[config.mk]
export PLATFORM = sky130hd
export DESIGN_NAME = array_linked_list_engine
export DESIGN_NICKNAME = d
export VERILOG_FILES = /design/src/rtl/alle_pkg.sv /design/src/rtl/array_linked_list_engine.sv
export SDC_FILE = /design/constraint.sdc
export NUM_CORES = 1
export LEC_CHECK = 0
export CORE_MARGIN = 2
export CORE_UTILIZATION = 40
export CTS_CLUSTER_DIAMETER = 50
export DETAILED_ROUTE_END_ITERATION = 7
export DONT_BUFFER_PORTS = 1
export GPL_TIMING_DRIVEN = 0
export HOLD_SLACK_MARGIN = 0.08
export SLEW_MARGIN = 20
export SYNTH_ARGS = -nofsm -noshare
export SYNTH_HDL_FRONTEND = slang
export SYNTH_SLANG_ARGS = --single-unit
[constraint.sdc]
create_clock -name clk -period 5 [get_ports clk]
set_input_delay 0.5 -clock clk [delete_from_list [all_inputs] [get_ports clk]]
set_output_delay 0.5 -clock clk [all_outputs]
set_load 0.005 [all_outputs]
[src/rtl/alle_pkg.sv]
// Package with the beat types, request and status codes, and sequencer states of the list engine.
package alle_pkg;

  localparam logic [1:0] REQ_INSERT = 2'd0;
  localparam logic [1:0] REQ_VISIT  = 2'd1;
  localparam logic [1:0] REQ_ROTATE = 2'd2;

  localparam logic [1:0] ST_OK    = 2'd0;
  localparam logic [1:0] ST_FULL  = 2'd1;
  localparam logic [1:0] ST_EMPTY = 2'd2;

  localparam logic [1:0] ROT_STEPS = 2'd3;

  typedef struct packed {
    logic [1:0]         req_type;
    logic signed [31:0] new_value;
  } in_item_t;

  typedef struct packed {
    logic [1:0]         status;
    logic signed [31:0] item_value;
    logic               last_of_run;
  } out_item_t;

  typedef enum logic [3:0] {
    S_IDLE,
    S_INS_RD,
    S_INS_WR,
    S_VIS_RD,
    S_VIS_EMIT,
    S_ROT_WALK_RD,
    S_ROT_WALK_CHK,
    S_ROT_TERM,
    S_ROT_A,
    S_ROT_B,
    S_ROT_C,
    S_RESP
  } state_t;

endpackage

[src/rtl/array_linked_list_engine.sv]
// Top level of the linked list engine: node stores, link walker and result register.
//
// The block keeps a singly linked list of up to CAPACITY 32-bit values in a node
// store, with the unused nodes chained on a free list through the same link memory.
// Requests arrive as beats on the in_ channel (valid/ready). An insert request
// pushes new_value at the head and returns one beat with status OK or FULL. A visit
// request returns one beat per stored value, head first, with last_of_run set on
// the final one; an empty list gives a single EMPTY beat. A rotate request walks to
// the tail, rotates the list left by three, and returns one OK beat. Request code 3
// is taken and dropped without any result.
// One request is worked on at a time and in_ready is low until its last result has
// been loaded into the output register. All work goes through one read port of the
// link and value memories, one node at a time: an insert reads the free node and then
// links it in, a visit reads each node and then emits its value, and a rotate walks
// the whole list before it moves the head node behind the tail three times.
// The result register frees the request side: a new request is accepted while the
// last result still waits; a stalled out_ready holds the beat and pauses the walk.
// Reset (rst_n low, synchronous) empties the list and threads all nodes onto the
// free list at once, with no clearing pass; stored values stay undefined until written.
module array_linked_list_engine #(
  parameter int CAPACITY = 16
) (
  input  logic               clk,
  input  logic               rst_n,
  input  logic               in_valid,
  output logic               in_ready,
  input  alle_pkg::in_item_t  in_data,
  output logic               out_valid,
  input  logic               out_ready,
  output alle_pkg::out_item_t out_data
);
  import alle_pkg::*;

  // Node indexes carry one extra code, CAPACITY, that ends either list.
  localparam int IDX_W  = $clog2(CAPACITY + 1);
  localparam int ADDR_W = (CAPACITY > 2) ? $clog2(CAPACITY) : 1;
  localparam int CNT_W  = $clog2(CAPACITY + 1);
  localparam logic [IDX_W-1:0] END_IDX  = IDX_W'(CAPACITY);
  localparam logic [CNT_W-1:0] CNT_LAST = CNT_W'(CAPACITY - 1);

  state_t state_r, state_nxt;

  logic [IDX_W-1:0]   head_r, head_nxt;
  logic [IDX_W-1:0]   free_r, free_nxt;
  logic [IDX_W-1:0]   ptr_r, ptr_nxt;
  logic [CNT_W-1:0]   cnt_r, cnt_nxt;
  logic [1:0]         rot_r, rot_nxt;
  logic [1:0]         st_r, st_nxt;
  logic signed [31:0] val_r, val_nxt;

  logic      out_valid_r, out_valid_nxt;
  out_item_t out_data_r, out_data_nxt;

  // Memories. Every read and write goes to the node that ptr_r names.
  logic [IDX_W-1:0]   link_mem [CAPACITY];
  logic signed [31:0] val_mem  [CAPACITY];
  logic [CAPACITY-1:0] link_vld_r;
  logic [IDX_W-1:0]   link_q_r;
  logic               link_vq_r;
  logic [IDX_W-1:0]   addr_q_r;
  logic signed [31:0] val_q_r;

  logic [ADDR_W-1:0]  rd_idx;
  logic [IDX_W-1:0]   link_out;
  logic               lw_en;
  logic [IDX_W-1:0]   lw_data;
  logic               vw_en;
  logic               out_free;
  logic               nx_valid;

  function automatic logic is_node(input logic [IDX_W-1:0] idx);
    return idx < END_IDX;
  endfunction

  assign rd_idx = ptr_r[ADDR_W-1:0];

  always_ff @(posedge clk) begin
    if (lw_en) begin
      link_mem[rd_idx] <= lw_data;
    end
    if (vw_en) begin
      val_mem[rd_idx] <= val_r;
    end
    link_q_r  <= link_mem[rd_idx];
    val_q_r   <= val_mem[rd_idx];
    link_vq_r <= link_vld_r[rd_idx];
    addr_q_r  <= ptr_r;
  end

  // A link that was never written since reset reads as its reset value, the next node.
  always_ff @(posedge clk) begin
    if (!rst_n) begin
      link_vld_r <= '0;
    end else if (lw_en) begin
      link_vld_r[rd_idx] <= 1'b1;
    end
  end

  assign link_out = link_vq_r ? link_q_r : IDX_W'(addr_q_r + 1'b1);
  assign nx_valid = is_node(link_out);
  assign out_free = !out_valid_r || out_ready;

  always_ff @(posedge clk) begin
    if (!rst_n) begin
      state_r     <= S_IDLE;
      head_r      <= END_IDX;
      free_r      <= '0;
      out_valid_r <= 1'b0;
    end else begin
      state_r     <= state_nxt;
      head_r      <= head_nxt;
      free_r      <= free_nxt;
      out_valid_r <= out_valid_nxt;
    end
  end

  always_ff @(posedge clk) begin
    ptr_r      <= ptr_nxt;
    cnt_r      <= cnt_nxt;
    rot_r      <= rot_nxt;
    st_r       <= st_nxt;
    val_r      <= val_nxt;
    out_data_r <= out_data_nxt;
  end

  always_comb begin
    state_nxt     = state_r;
    head_nxt      = head_r;
    free_nxt      = free_r;
    ptr_nxt       = ptr_r;
    cnt_nxt       = cnt_r;
    rot_nxt       = rot_r;
    st_nxt        = st_r;
    val_nxt       = val_r;
    out_valid_nxt = out_valid_r && !out_ready;
    out_data_nxt  = out_data_r;
    lw_en         = 1'b0;
    lw_data       = END_IDX;
    vw_en         = 1'b0;
    in_ready      = 1'b0;

    case (state_r)
      S_IDLE: begin
        in_ready = 1'b1;
        if (in_valid) begin
          val_nxt = in_data.new_value;
          case (in_data.req_type)
            REQ_INSERT: begin
              if (is_node(free_r)) begin
                ptr_nxt   = free_r;
                state_nxt = S_INS_RD;
              end else begin
                st_nxt    = ST_FULL;
                state_nxt = S_RESP;
              end
            end
            REQ_VISIT: begin
              if (is_node(head_r)) begin
                ptr_nxt   = head_r;
                cnt_nxt   = '0;
                state_nxt = S_VIS_RD;
              end else begin
                st_nxt    = ST_EMPTY;
                state_nxt = S_RESP;
              end
            end
            REQ_ROTATE: begin
              st_nxt = ST_OK;
              if (is_node(head_r)) begin
                ptr_nxt   = head_r;
                cnt_nxt   = '0;
                state_nxt = S_ROT_WALK_RD;
              end else begin
                state_nxt = S_RESP;
              end
            end
            default: begin
              state_nxt = S_IDLE;
            end
          endcase
        end
      end

      S_INS_RD: begin
        state_nxt = S_INS_WR;
      end

      // The free node's link becomes the new free head; the node joins the list head.
      S_INS_WR: begin
        vw_en     = 1'b1;
        lw_en     = 1'b1;
        lw_data   = head_r;
        free_nxt  = link_out;
        head_nxt  = ptr_r;
        st_nxt    = ST_OK;
        state_nxt = S_RESP;
      end

      S_VIS_RD: begin
        state_nxt = S_VIS_EMIT;
      end

      S_VIS_EMIT: begin
        if (out_free) begin
          out_valid_nxt            = 1'b1;
          out_data_nxt.status      = ST_OK;
          out_data_nxt.item_value  = val_q_r;
          out_data_nxt.last_of_run = !nx_valid || (cnt_r == CNT_LAST);
          if (!nx_valid || (cnt_r == CNT_LAST)) begin
            state_nxt = S_IDLE;
          end else begin
            ptr_nxt   = link_out;
            cnt_nxt   = cnt_r + 1'b1;
            state_nxt = S_VIS_RD;
          end
        end
      end

      S_ROT_WALK_RD: begin
        state_nxt = S_ROT_WALK_CHK;
      end

      S_ROT_WALK_CHK: begin
        if (!nx_valid) begin
          state_nxt = S_ROT_TERM;
        end else begin
          ptr_nxt   = link_out;
          cnt_nxt   = cnt_r + 1'b1;
          state_nxt = (cnt_r == CNT_LAST) ? S_ROT_TERM : S_ROT_WALK_RD;
        end
      end

      // Close the tail, then move the head node behind it three times.
      S_ROT_TERM: begin
        lw_en     = 1'b1;
        lw_data   = END_IDX;
        rot_nxt   = '0;
        state_nxt = S_ROT_A;
      end

      S_ROT_A: begin
        if ((rot_r == ROT_STEPS) || !is_node(head_r)) begin
          state_nxt = S_RESP;
        end else begin
          lw_en     = 1'b1;
          lw_data   = head_r;
          ptr_nxt   = head_r;
          state_nxt = S_ROT_B;
        end
      end

      S_ROT_B: begin
        state_nxt = S_ROT_C;
      end

      S_ROT_C: begin
        lw_en     = 1'b1;
        lw_data   = END_IDX;
        head_nxt  = nx_valid ? link_out : END_IDX;
        rot_nxt   = rot_r + 1'b1;
        state_nxt = S_ROT_A;
      end

      S_RESP: begin
        if (out_free) begin
          out_valid_nxt            = 1'b1;
          out_data_nxt.status      = st_r;
          out_data_nxt.item_value  = '0;
          out_data_nxt.last_of_run = 1'b1;
          state_nxt                = S_IDLE;
        end
      end

      default: begin
        state_nxt = S_IDLE;
      end
    endcase
  end

  assign out_valid = out_valid_r;
  assign out_data  = out_data_r;

endmodule

* After elaboration in Yosys (flattened, before gate mapping)
Memory sizes are Yosys's and may differ from the RTL's. A register that Yosys moved wholly into a read port is not among the register bits. Index checks and enable logic that the tools add are counted.
Word-level totals: register bits 118, input port bits 38, logic and storage cells 138, output and inout bits 37, latch bits 0, memory bits (read-only) 0, RAM bits 592, memories kept 2
Operators by class: order comparisons 5, $add $sub $neg 3, multiplexer cells 56, multipliers 0, shift-type cells 0, bitwise logic cells 1, eq/ne operators 29, reduce and logical (&&, ||, !) cells 27, divide/modulo/power cells 0
Memory list:
- val_mem | words 16, bits a word 32, rd ports 1, clocked after memory_dff 1, wr ports 1, RTL line array_linked_list_engine.sv:56 | logic signed [31:0] val_mem [CAPACITY];
- link_mem | words 16, bits a word 5, rd ports 1, clocked after memory_dff 1, wr ports 1, RTL line array_linked_list_engine.sv:55 | logic [IDX_W-1:0] link_mem [CAPACITY];
Operators with widths (number):
- $mux W5 | 16
- $mux W35 | 2
- $pmux W35 S2 | 1
- $pmux W4 S11 | 1
- $pmux W5 S2 | 3
- $mux W4 | 6
- $pmux W5 S4 | 1
- $eq A4 B3 Y1 const B | 4
- $eq A4 B4 Y1 const B | 4
- $ne A2 B2 Y1 const B | 8
- $or A16 B16 Y16 | 1
- $lt A5 B5 Y1 const B | 3
- $pmux W5 S3 | 1
- $mux W2 | 7
- $ne A3 B3 Y1 const B | 4
- $pmux W4 S3 | 1
- $mux W1 | 11
- $add A5 B1 Y5 const B | 2
- $reduce_and A9 Y1 | 1
- $eq A4 B2 Y1 const B | 2
- $pmux W2 S2 | 2
- $reduce_bool A2 Y1 | 4
- $reduce_and A7 Y1 | 1
- $pmux W2 S3 | 1
- 24 further kinds | 34

* Depth between registers and ports, before layout
depth after elaboration 8, gate-level depth with buffers 7, depth with buffers taken out 7

* Least setup slack after synthesis
Ideal clock, no wire load.
path kind register to register, from register ptr_r[0], to memory val_mem[5][0], enable pin, setup slack 1039 ps, stages on the path, launching flop included 7, required time 4539 ps, arrival time 3501 ps, period minus slack after synthesis 3961 ps, cells stage by stage edfxtp_1 -> buf_6 -> buf_6 -> buf_2 -> clkbuf_1 -> nand3_1 -> nor3_1
RTL lines:
- start, declared | RTL line array_linked_list_engine.sv:45 | logic [IDX_W-1:0] ptr_r, ptr_nxt;
- start signal, assigned | RTL line array_linked_list_engine.sv:118 | ptr_r <= ptr_nxt;
- end, declared | RTL line array_linked_list_engine.sv:56
Straight into the memory's write port.

* Final worst setup path
from register ptr_r[0], to memory val_mem[5][28], enable pin
Straight into the memory's write port.

==> metrics.cfg <==
[drt]
post_drt_wl_per_cell_um = 25.36
top_layer = met4
met3RoutedLength_um = 4142
wl_met1_um = 27560
met2WireLength_um = 30120
vias = 13364
wirelength_um = 63150
viasPerCell = 5.367
drc_errors = 0
dr.pass1.iters = 6
first_iter_violations = 1412
drt.antenna.violating_nets = 0

[clock_tree]
worstSkewPairLatency_ns = 0.63
cts-root-to-sink-buffers = 3
h-tree-depth = 3
cts.reportedPaths.clkPinSlew_ns = 0.06
postCtsSetupBuffers = 0
clock_tree_from_tritoncts = yes
postCtsResizedCells = 0
cts-buffers-inserted = 87
clk_root_buffer_cell = sky130_fd_sc_hd__clkbuf_16
cts_sinks = 747

[die]
design.die.area_sq_um = 72240
placeableCoreArea_sq_um = 69660
die-height_um = 268.8
ios = 75
rows = 97
die-width_um = 268.8
initial_core_util = 0.4025

[sta]
finalSetupViolations = 0
slew_viol_final = 0
final_hold_viol_count = 0
timing.final.crit_share = 0.7360
slew-limit-headroom = 0.2443
layout_min_cycle_time_ns = 3.680
rsz0062_at_grt = false
final.setup_skew_ns = 0.02609
tightest_slew_ns = 1.130
timing.fmax_mhz = 271.7

[critical_path]
critical_path_peak_fanout = 10
crit_type = reg -> reg
timing.critical_path.from_type = register
timing.critical_path.required_ns = 5.34
critPathArrivalTime_ns = 4.02
kind_of_end_point_of_the_critical_path = register

[global_route]
antenna_found_initial = 2
gr-total-overflow = 0
first_global_vias = 13691
grt_start_max_net_pins = 33
grt_first_pass_wirelength_um = 92180
globalRouteTotalUtil = 0.1790

[layout]
final-instance-count-excl-fill = 2490
design.final.nets = 1523
signed_area_change_from_the_synthesized_netlist_to_the_final_layout_pct = 19.49
layout-drive-gt1-share = 0.2726
stdcell_area_sq_um = 33510

[hold_path]
hold_path.class = in -> reg

[yosys]
synth_seq_area_share = 0.7735
synthesis.nets = 1355
postSynthCellCount = 1309
synthDistinctLibCells = 52
synthesis.area_sq_um = 28040
synth_async_sr_flop_share = 0
postSynthRegisterBits = 747
synth_edf_count = 673
dominantRegCellSynth = sky130_fd_sc_hd__edfxtp_1
syn_area_per_cell_sq_um = 21.42
yosysWarningCount = 0

[outcome]
run_status = finished, final reports clean

[run]
cap_violations = 0

[placed_design]
hpwlAfterDp_um = 41170
place.gp.congestion = 0.8058
port_buffers = 0
postPlaceCellArea_sq_um = 30230
post-place-cells = 2296

[pwr]
ir_drop_v = 0.0003110
powerDensity_nw_per_um2 = 538.2
leakage_nw = 10.65

## timing repair
item | CTS | global route
hold buffers | 32 | 0
endpoints found under the setup margin | 0 | 0
endpoints found under the hold margin | 32 | 0
## final timing paths
| check | startpoint | to | slack, ns | cells past startpoint |
|---|---|---|---|---|
| worst max-delay path | ptr_r[0]$_DFFE_PP_ | val_mem[5][28]$_DFFE_PP_ | 1.32 | 10 |
| worst min-delay path | out_ready | out_valid$_SDFF_PN0_ | 0.15 | 2 |
| worst max register to register | ptr_r[0]$_DFFE_PP_ | val_mem[5][28]$_DFFE_PP_ | 1.32 | 10 |
| worst min register to register | ptr_r[4]$_DFFE_PP_ | addr_q_r[4]$_DFF_P_ | 0.40 | 0 |
## worst max-delay path, stage by stage, from the launching register on
cell,delay (ns)
sky130_fd_sc_hd__edfxtp_1,0.47
sky130_fd_sc_hd__buf_6,0.18
sky130_fd_sc_hd__buf_6,0.20
sky130_fd_sc_hd__buf_2,0.33
sky130_fd_sc_hd__clkbuf_1,0.47
sky130_fd_sc_hd__nand3_1,0.43
sky130_fd_sc_hd__nor3_2,0.51
sky130_fd_sc_hd__buf_4,0.28
sky130_fd_sc_hd__buf_6,0.16
sky130_fd_sc_hd__buf_6,0.16
sky130_fd_sc_hd__buf_4,0.16
## routing by layer
metal / track usage / vias up
met3: 0.03160 / 86
li1: - / 5740
met4: 0.05601 / 0
met5: 0 / -
met1: 0.2557 / 7054
met2: 0.2819 / 484
## state kept, by name, summed over array words and instances (netlist names), 4 cells and up
| signal | flops |
|---|---|
| link_mem | 80 |
| link_q_r | 5 |
| state_r | 4 |
| cnt_r | 5 |
| val_q_r | 32 |
| head_r | 5 |
| ptr_r | 5 |
| out_data | 35 |
| free_r | 5 |
| addr_q_r | 5 |
| val_mem | 512 |
| val_r | 32 |
| link_vld_r | 16 |
## cells in the final DEF (no fill, tap or decap), types with 4 or more instances in the layout
master                            n
sky130_fd_sc_hd__o21ai_0         32
sky130_fd_sc_hd__clkbuf_16       89
sky130_fd_sc_hd__nand2_1         47
sky130_fd_sc_hd__inv_6            7
sky130_fd_sc_hd__mux4_2         187
sky130_fd_sc_hd__ha_1             8
sky130_fd_sc_hd__and2_1          37
sky130_fd_sc_hd__a22oi_1          4
sky130_fd_sc_hd__inv_1           13
sky130_fd_sc_hd__nor2_4          13
sky130_fd_sc_hd__nand2b_1         7
sky130_fd_sc_hd__buf_4           14
sky130_fd_sc_hd__a21oi_1         14
sky130_fd_sc_hd__clkbuf_8         7
sky130_fd_sc_hd__dfxtp_1         74
sky130_fd_sc_hd__a21boi_0         8
sky130_fd_sc_hd__nor2_1          34
sky130_fd_sc_hd__nor2b_2          4
sky130_fd_sc_hd__buf_6           18
sky130_fd_sc_hd__edfxtp_1       673
sky130_fd_sc_hd__nand3b_1         6
sky130_fd_sc_hd__nor3_1          10
sky130_fd_sc_hd__nor2b_1          4
sky130_fd_sc_hd__buf_2           14
sky130_fd_sc_hd__nor3_2           4
sky130_fd_sc_hd__clkbuf_1        53
sky130_fd_sc_hd__buf_1            5
sky130_fd_sc_hd__bufinv_16        8
sky130_fd_sc_hd__dlygate4sd3_1   32
sky130_fd_sc_hd__nand3_1         11
sky130_fd_sc_hd__clkinv_1         8
sky130_fd_sc_hd__clkinv_2        10
sky130_fd_sc_hd__clkinvlp_4       6
sky130_fd_sc_hd__and3_1           4
sky130_fd_sc_hd__buf_16          24
## where the power goes
| group | leakage (nW) | internal (W) | switching, W |
|---|---|---|---|
| Sequential | 6.66 | 0.00771 | 0.000448 |
| Clock | 1.42 | 0.00383 | 0.00255 |
| Combinational | 2.57 | 0.00161 | 0.00188 |
## area by class of cell
cell class	instances	area (sq um)
Multi-Input combinational cell	480	6057
Buffer	68	379.1
Clock inverter	47	553.0
Tap cell	940	1176
Fill cell	5615	36150
Sequential cell	747	21690
Inverter	14	52.55
Clock buffer	113	2387
Antenna cell	2	5.005
Timing Repair Buffer	79	1209
## metrics by stage
stage | setup TNS [ns] | util | power [W] | setup slack (ns) | hold slack [ns]
5_1_grt | 0 | 0.4810 | 0.01877 | 1.146 | 0.1585
6_report | 0 | 0.4810 | 0.01804 | 1.320 | 0.1524
3_5_place_dp | 0 | 0.4339 | 0.01182 | 1.315 | 0.3765
3_3_place_gp | -555.88 | 0.4194 | 0.01162 | -2.643 | 0.3922
4_1_cts | 0 | 0.4807 | 0.01825 | 1.296 | 0.1171
2_1_floorplan | 0 | - | 0.01048 | 1.039 | 0.3427
## cell usage after synthesis, types with 2 or more instances
cell type / n / share of area
sky130_fd_sc_hd__edfxtp_1: 673 / 0.72
sky130_fd_sc_hd__mux4_2: 187 / 0.15
sky130_fd_sc_hd__dfxtp_1: 74 / 0.053
sky130_fd_sc_hd__nand2_1: 47 / 0.0063
sky130_fd_sc_hd__nor2_1: 47 / 0.0063
sky130_fd_sc_hd__and2_1: 37 / 0.0083
sky130_fd_sc_hd__clkbuf_1: 36 / 0.0048
sky130_fd_sc_hd__o21ai_0: 32 / 0.0057
sky130_fd_sc_hd__a21oi_1: 14 / 0.0025
sky130_fd_sc_hd__buf_2: 14 / 0.0025
sky130_fd_sc_hd__nor3_1: 14 / 0.0025
sky130_fd_sc_hd__inv_1: 13 / 0.0017
sky130_fd_sc_hd__buf_6: 12 / 0.0048
sky130_fd_sc_hd__nand3_1: 11 / 0.0020
sky130_fd_sc_hd__a21boi_0: 8 / 0.0021
sky130_fd_sc_hd__ha_1: 8 / 0.0036
sky130_fd_sc_hd__nor2b_1: 8 / 0.0018
sky130_fd_sc_hd__nand2b_1: 7 / 0.0016
sky130_fd_sc_hd__nand3b_1: 6 / 0.0016
sky130_fd_sc_hd__and3_1: 5 / 0.0011
sky130_fd_sc_hd__buf_1: 5 / 0.00067
sky130_fd_sc_hd__a22oi_1: 4 / 0.0011
sky130_fd_sc_hd__mux4_1: 3 / 0.0028
sky130_fd_sc_hd__nor3b_1: 3 / 0.00080
sky130_fd_sc_hd__xnor2_1: 3 / 0.00094
sky130_fd_sc_hd__xor2_1: 3 / 0.00094
sky130_fd_sc_hd__a211oi_1: 2 / 0.00054
sky130_fd_sc_hd__a21o_1: 2 / 0.00054
sky130_fd_sc_hd__a221oi_1: 2 / 0.00062
sky130_fd_sc_hd__a31oi_1: 2 / 0.00045
sky130_fd_sc_hd__nor4_1: 2 / 0.00045
sky130_fd_sc_hd__o21a_1: 2 / 0.00054
sky130_fd_sc_hd__o21ai_1: 2 / 0.00036
sky130_fd_sc_hd__o22ai_1: 2 / 0.00045
sky130_fd_sc_hd__or2_1: 2 / 0.00045
## kinds of logic after synthesis
kind of cell / after synthesis / synth area share
flops: 747 / 0.7735
simple gates: 193 / 0.03409
mux: 192 / 0.1538
buf+inv: 82 / 0.01539
compound gates: 81 / 0.01785
fa+ha+maj: 8 / 0.003569
xor+xnor: 6 / 0.001874
(Power assumes the default switching activity.)
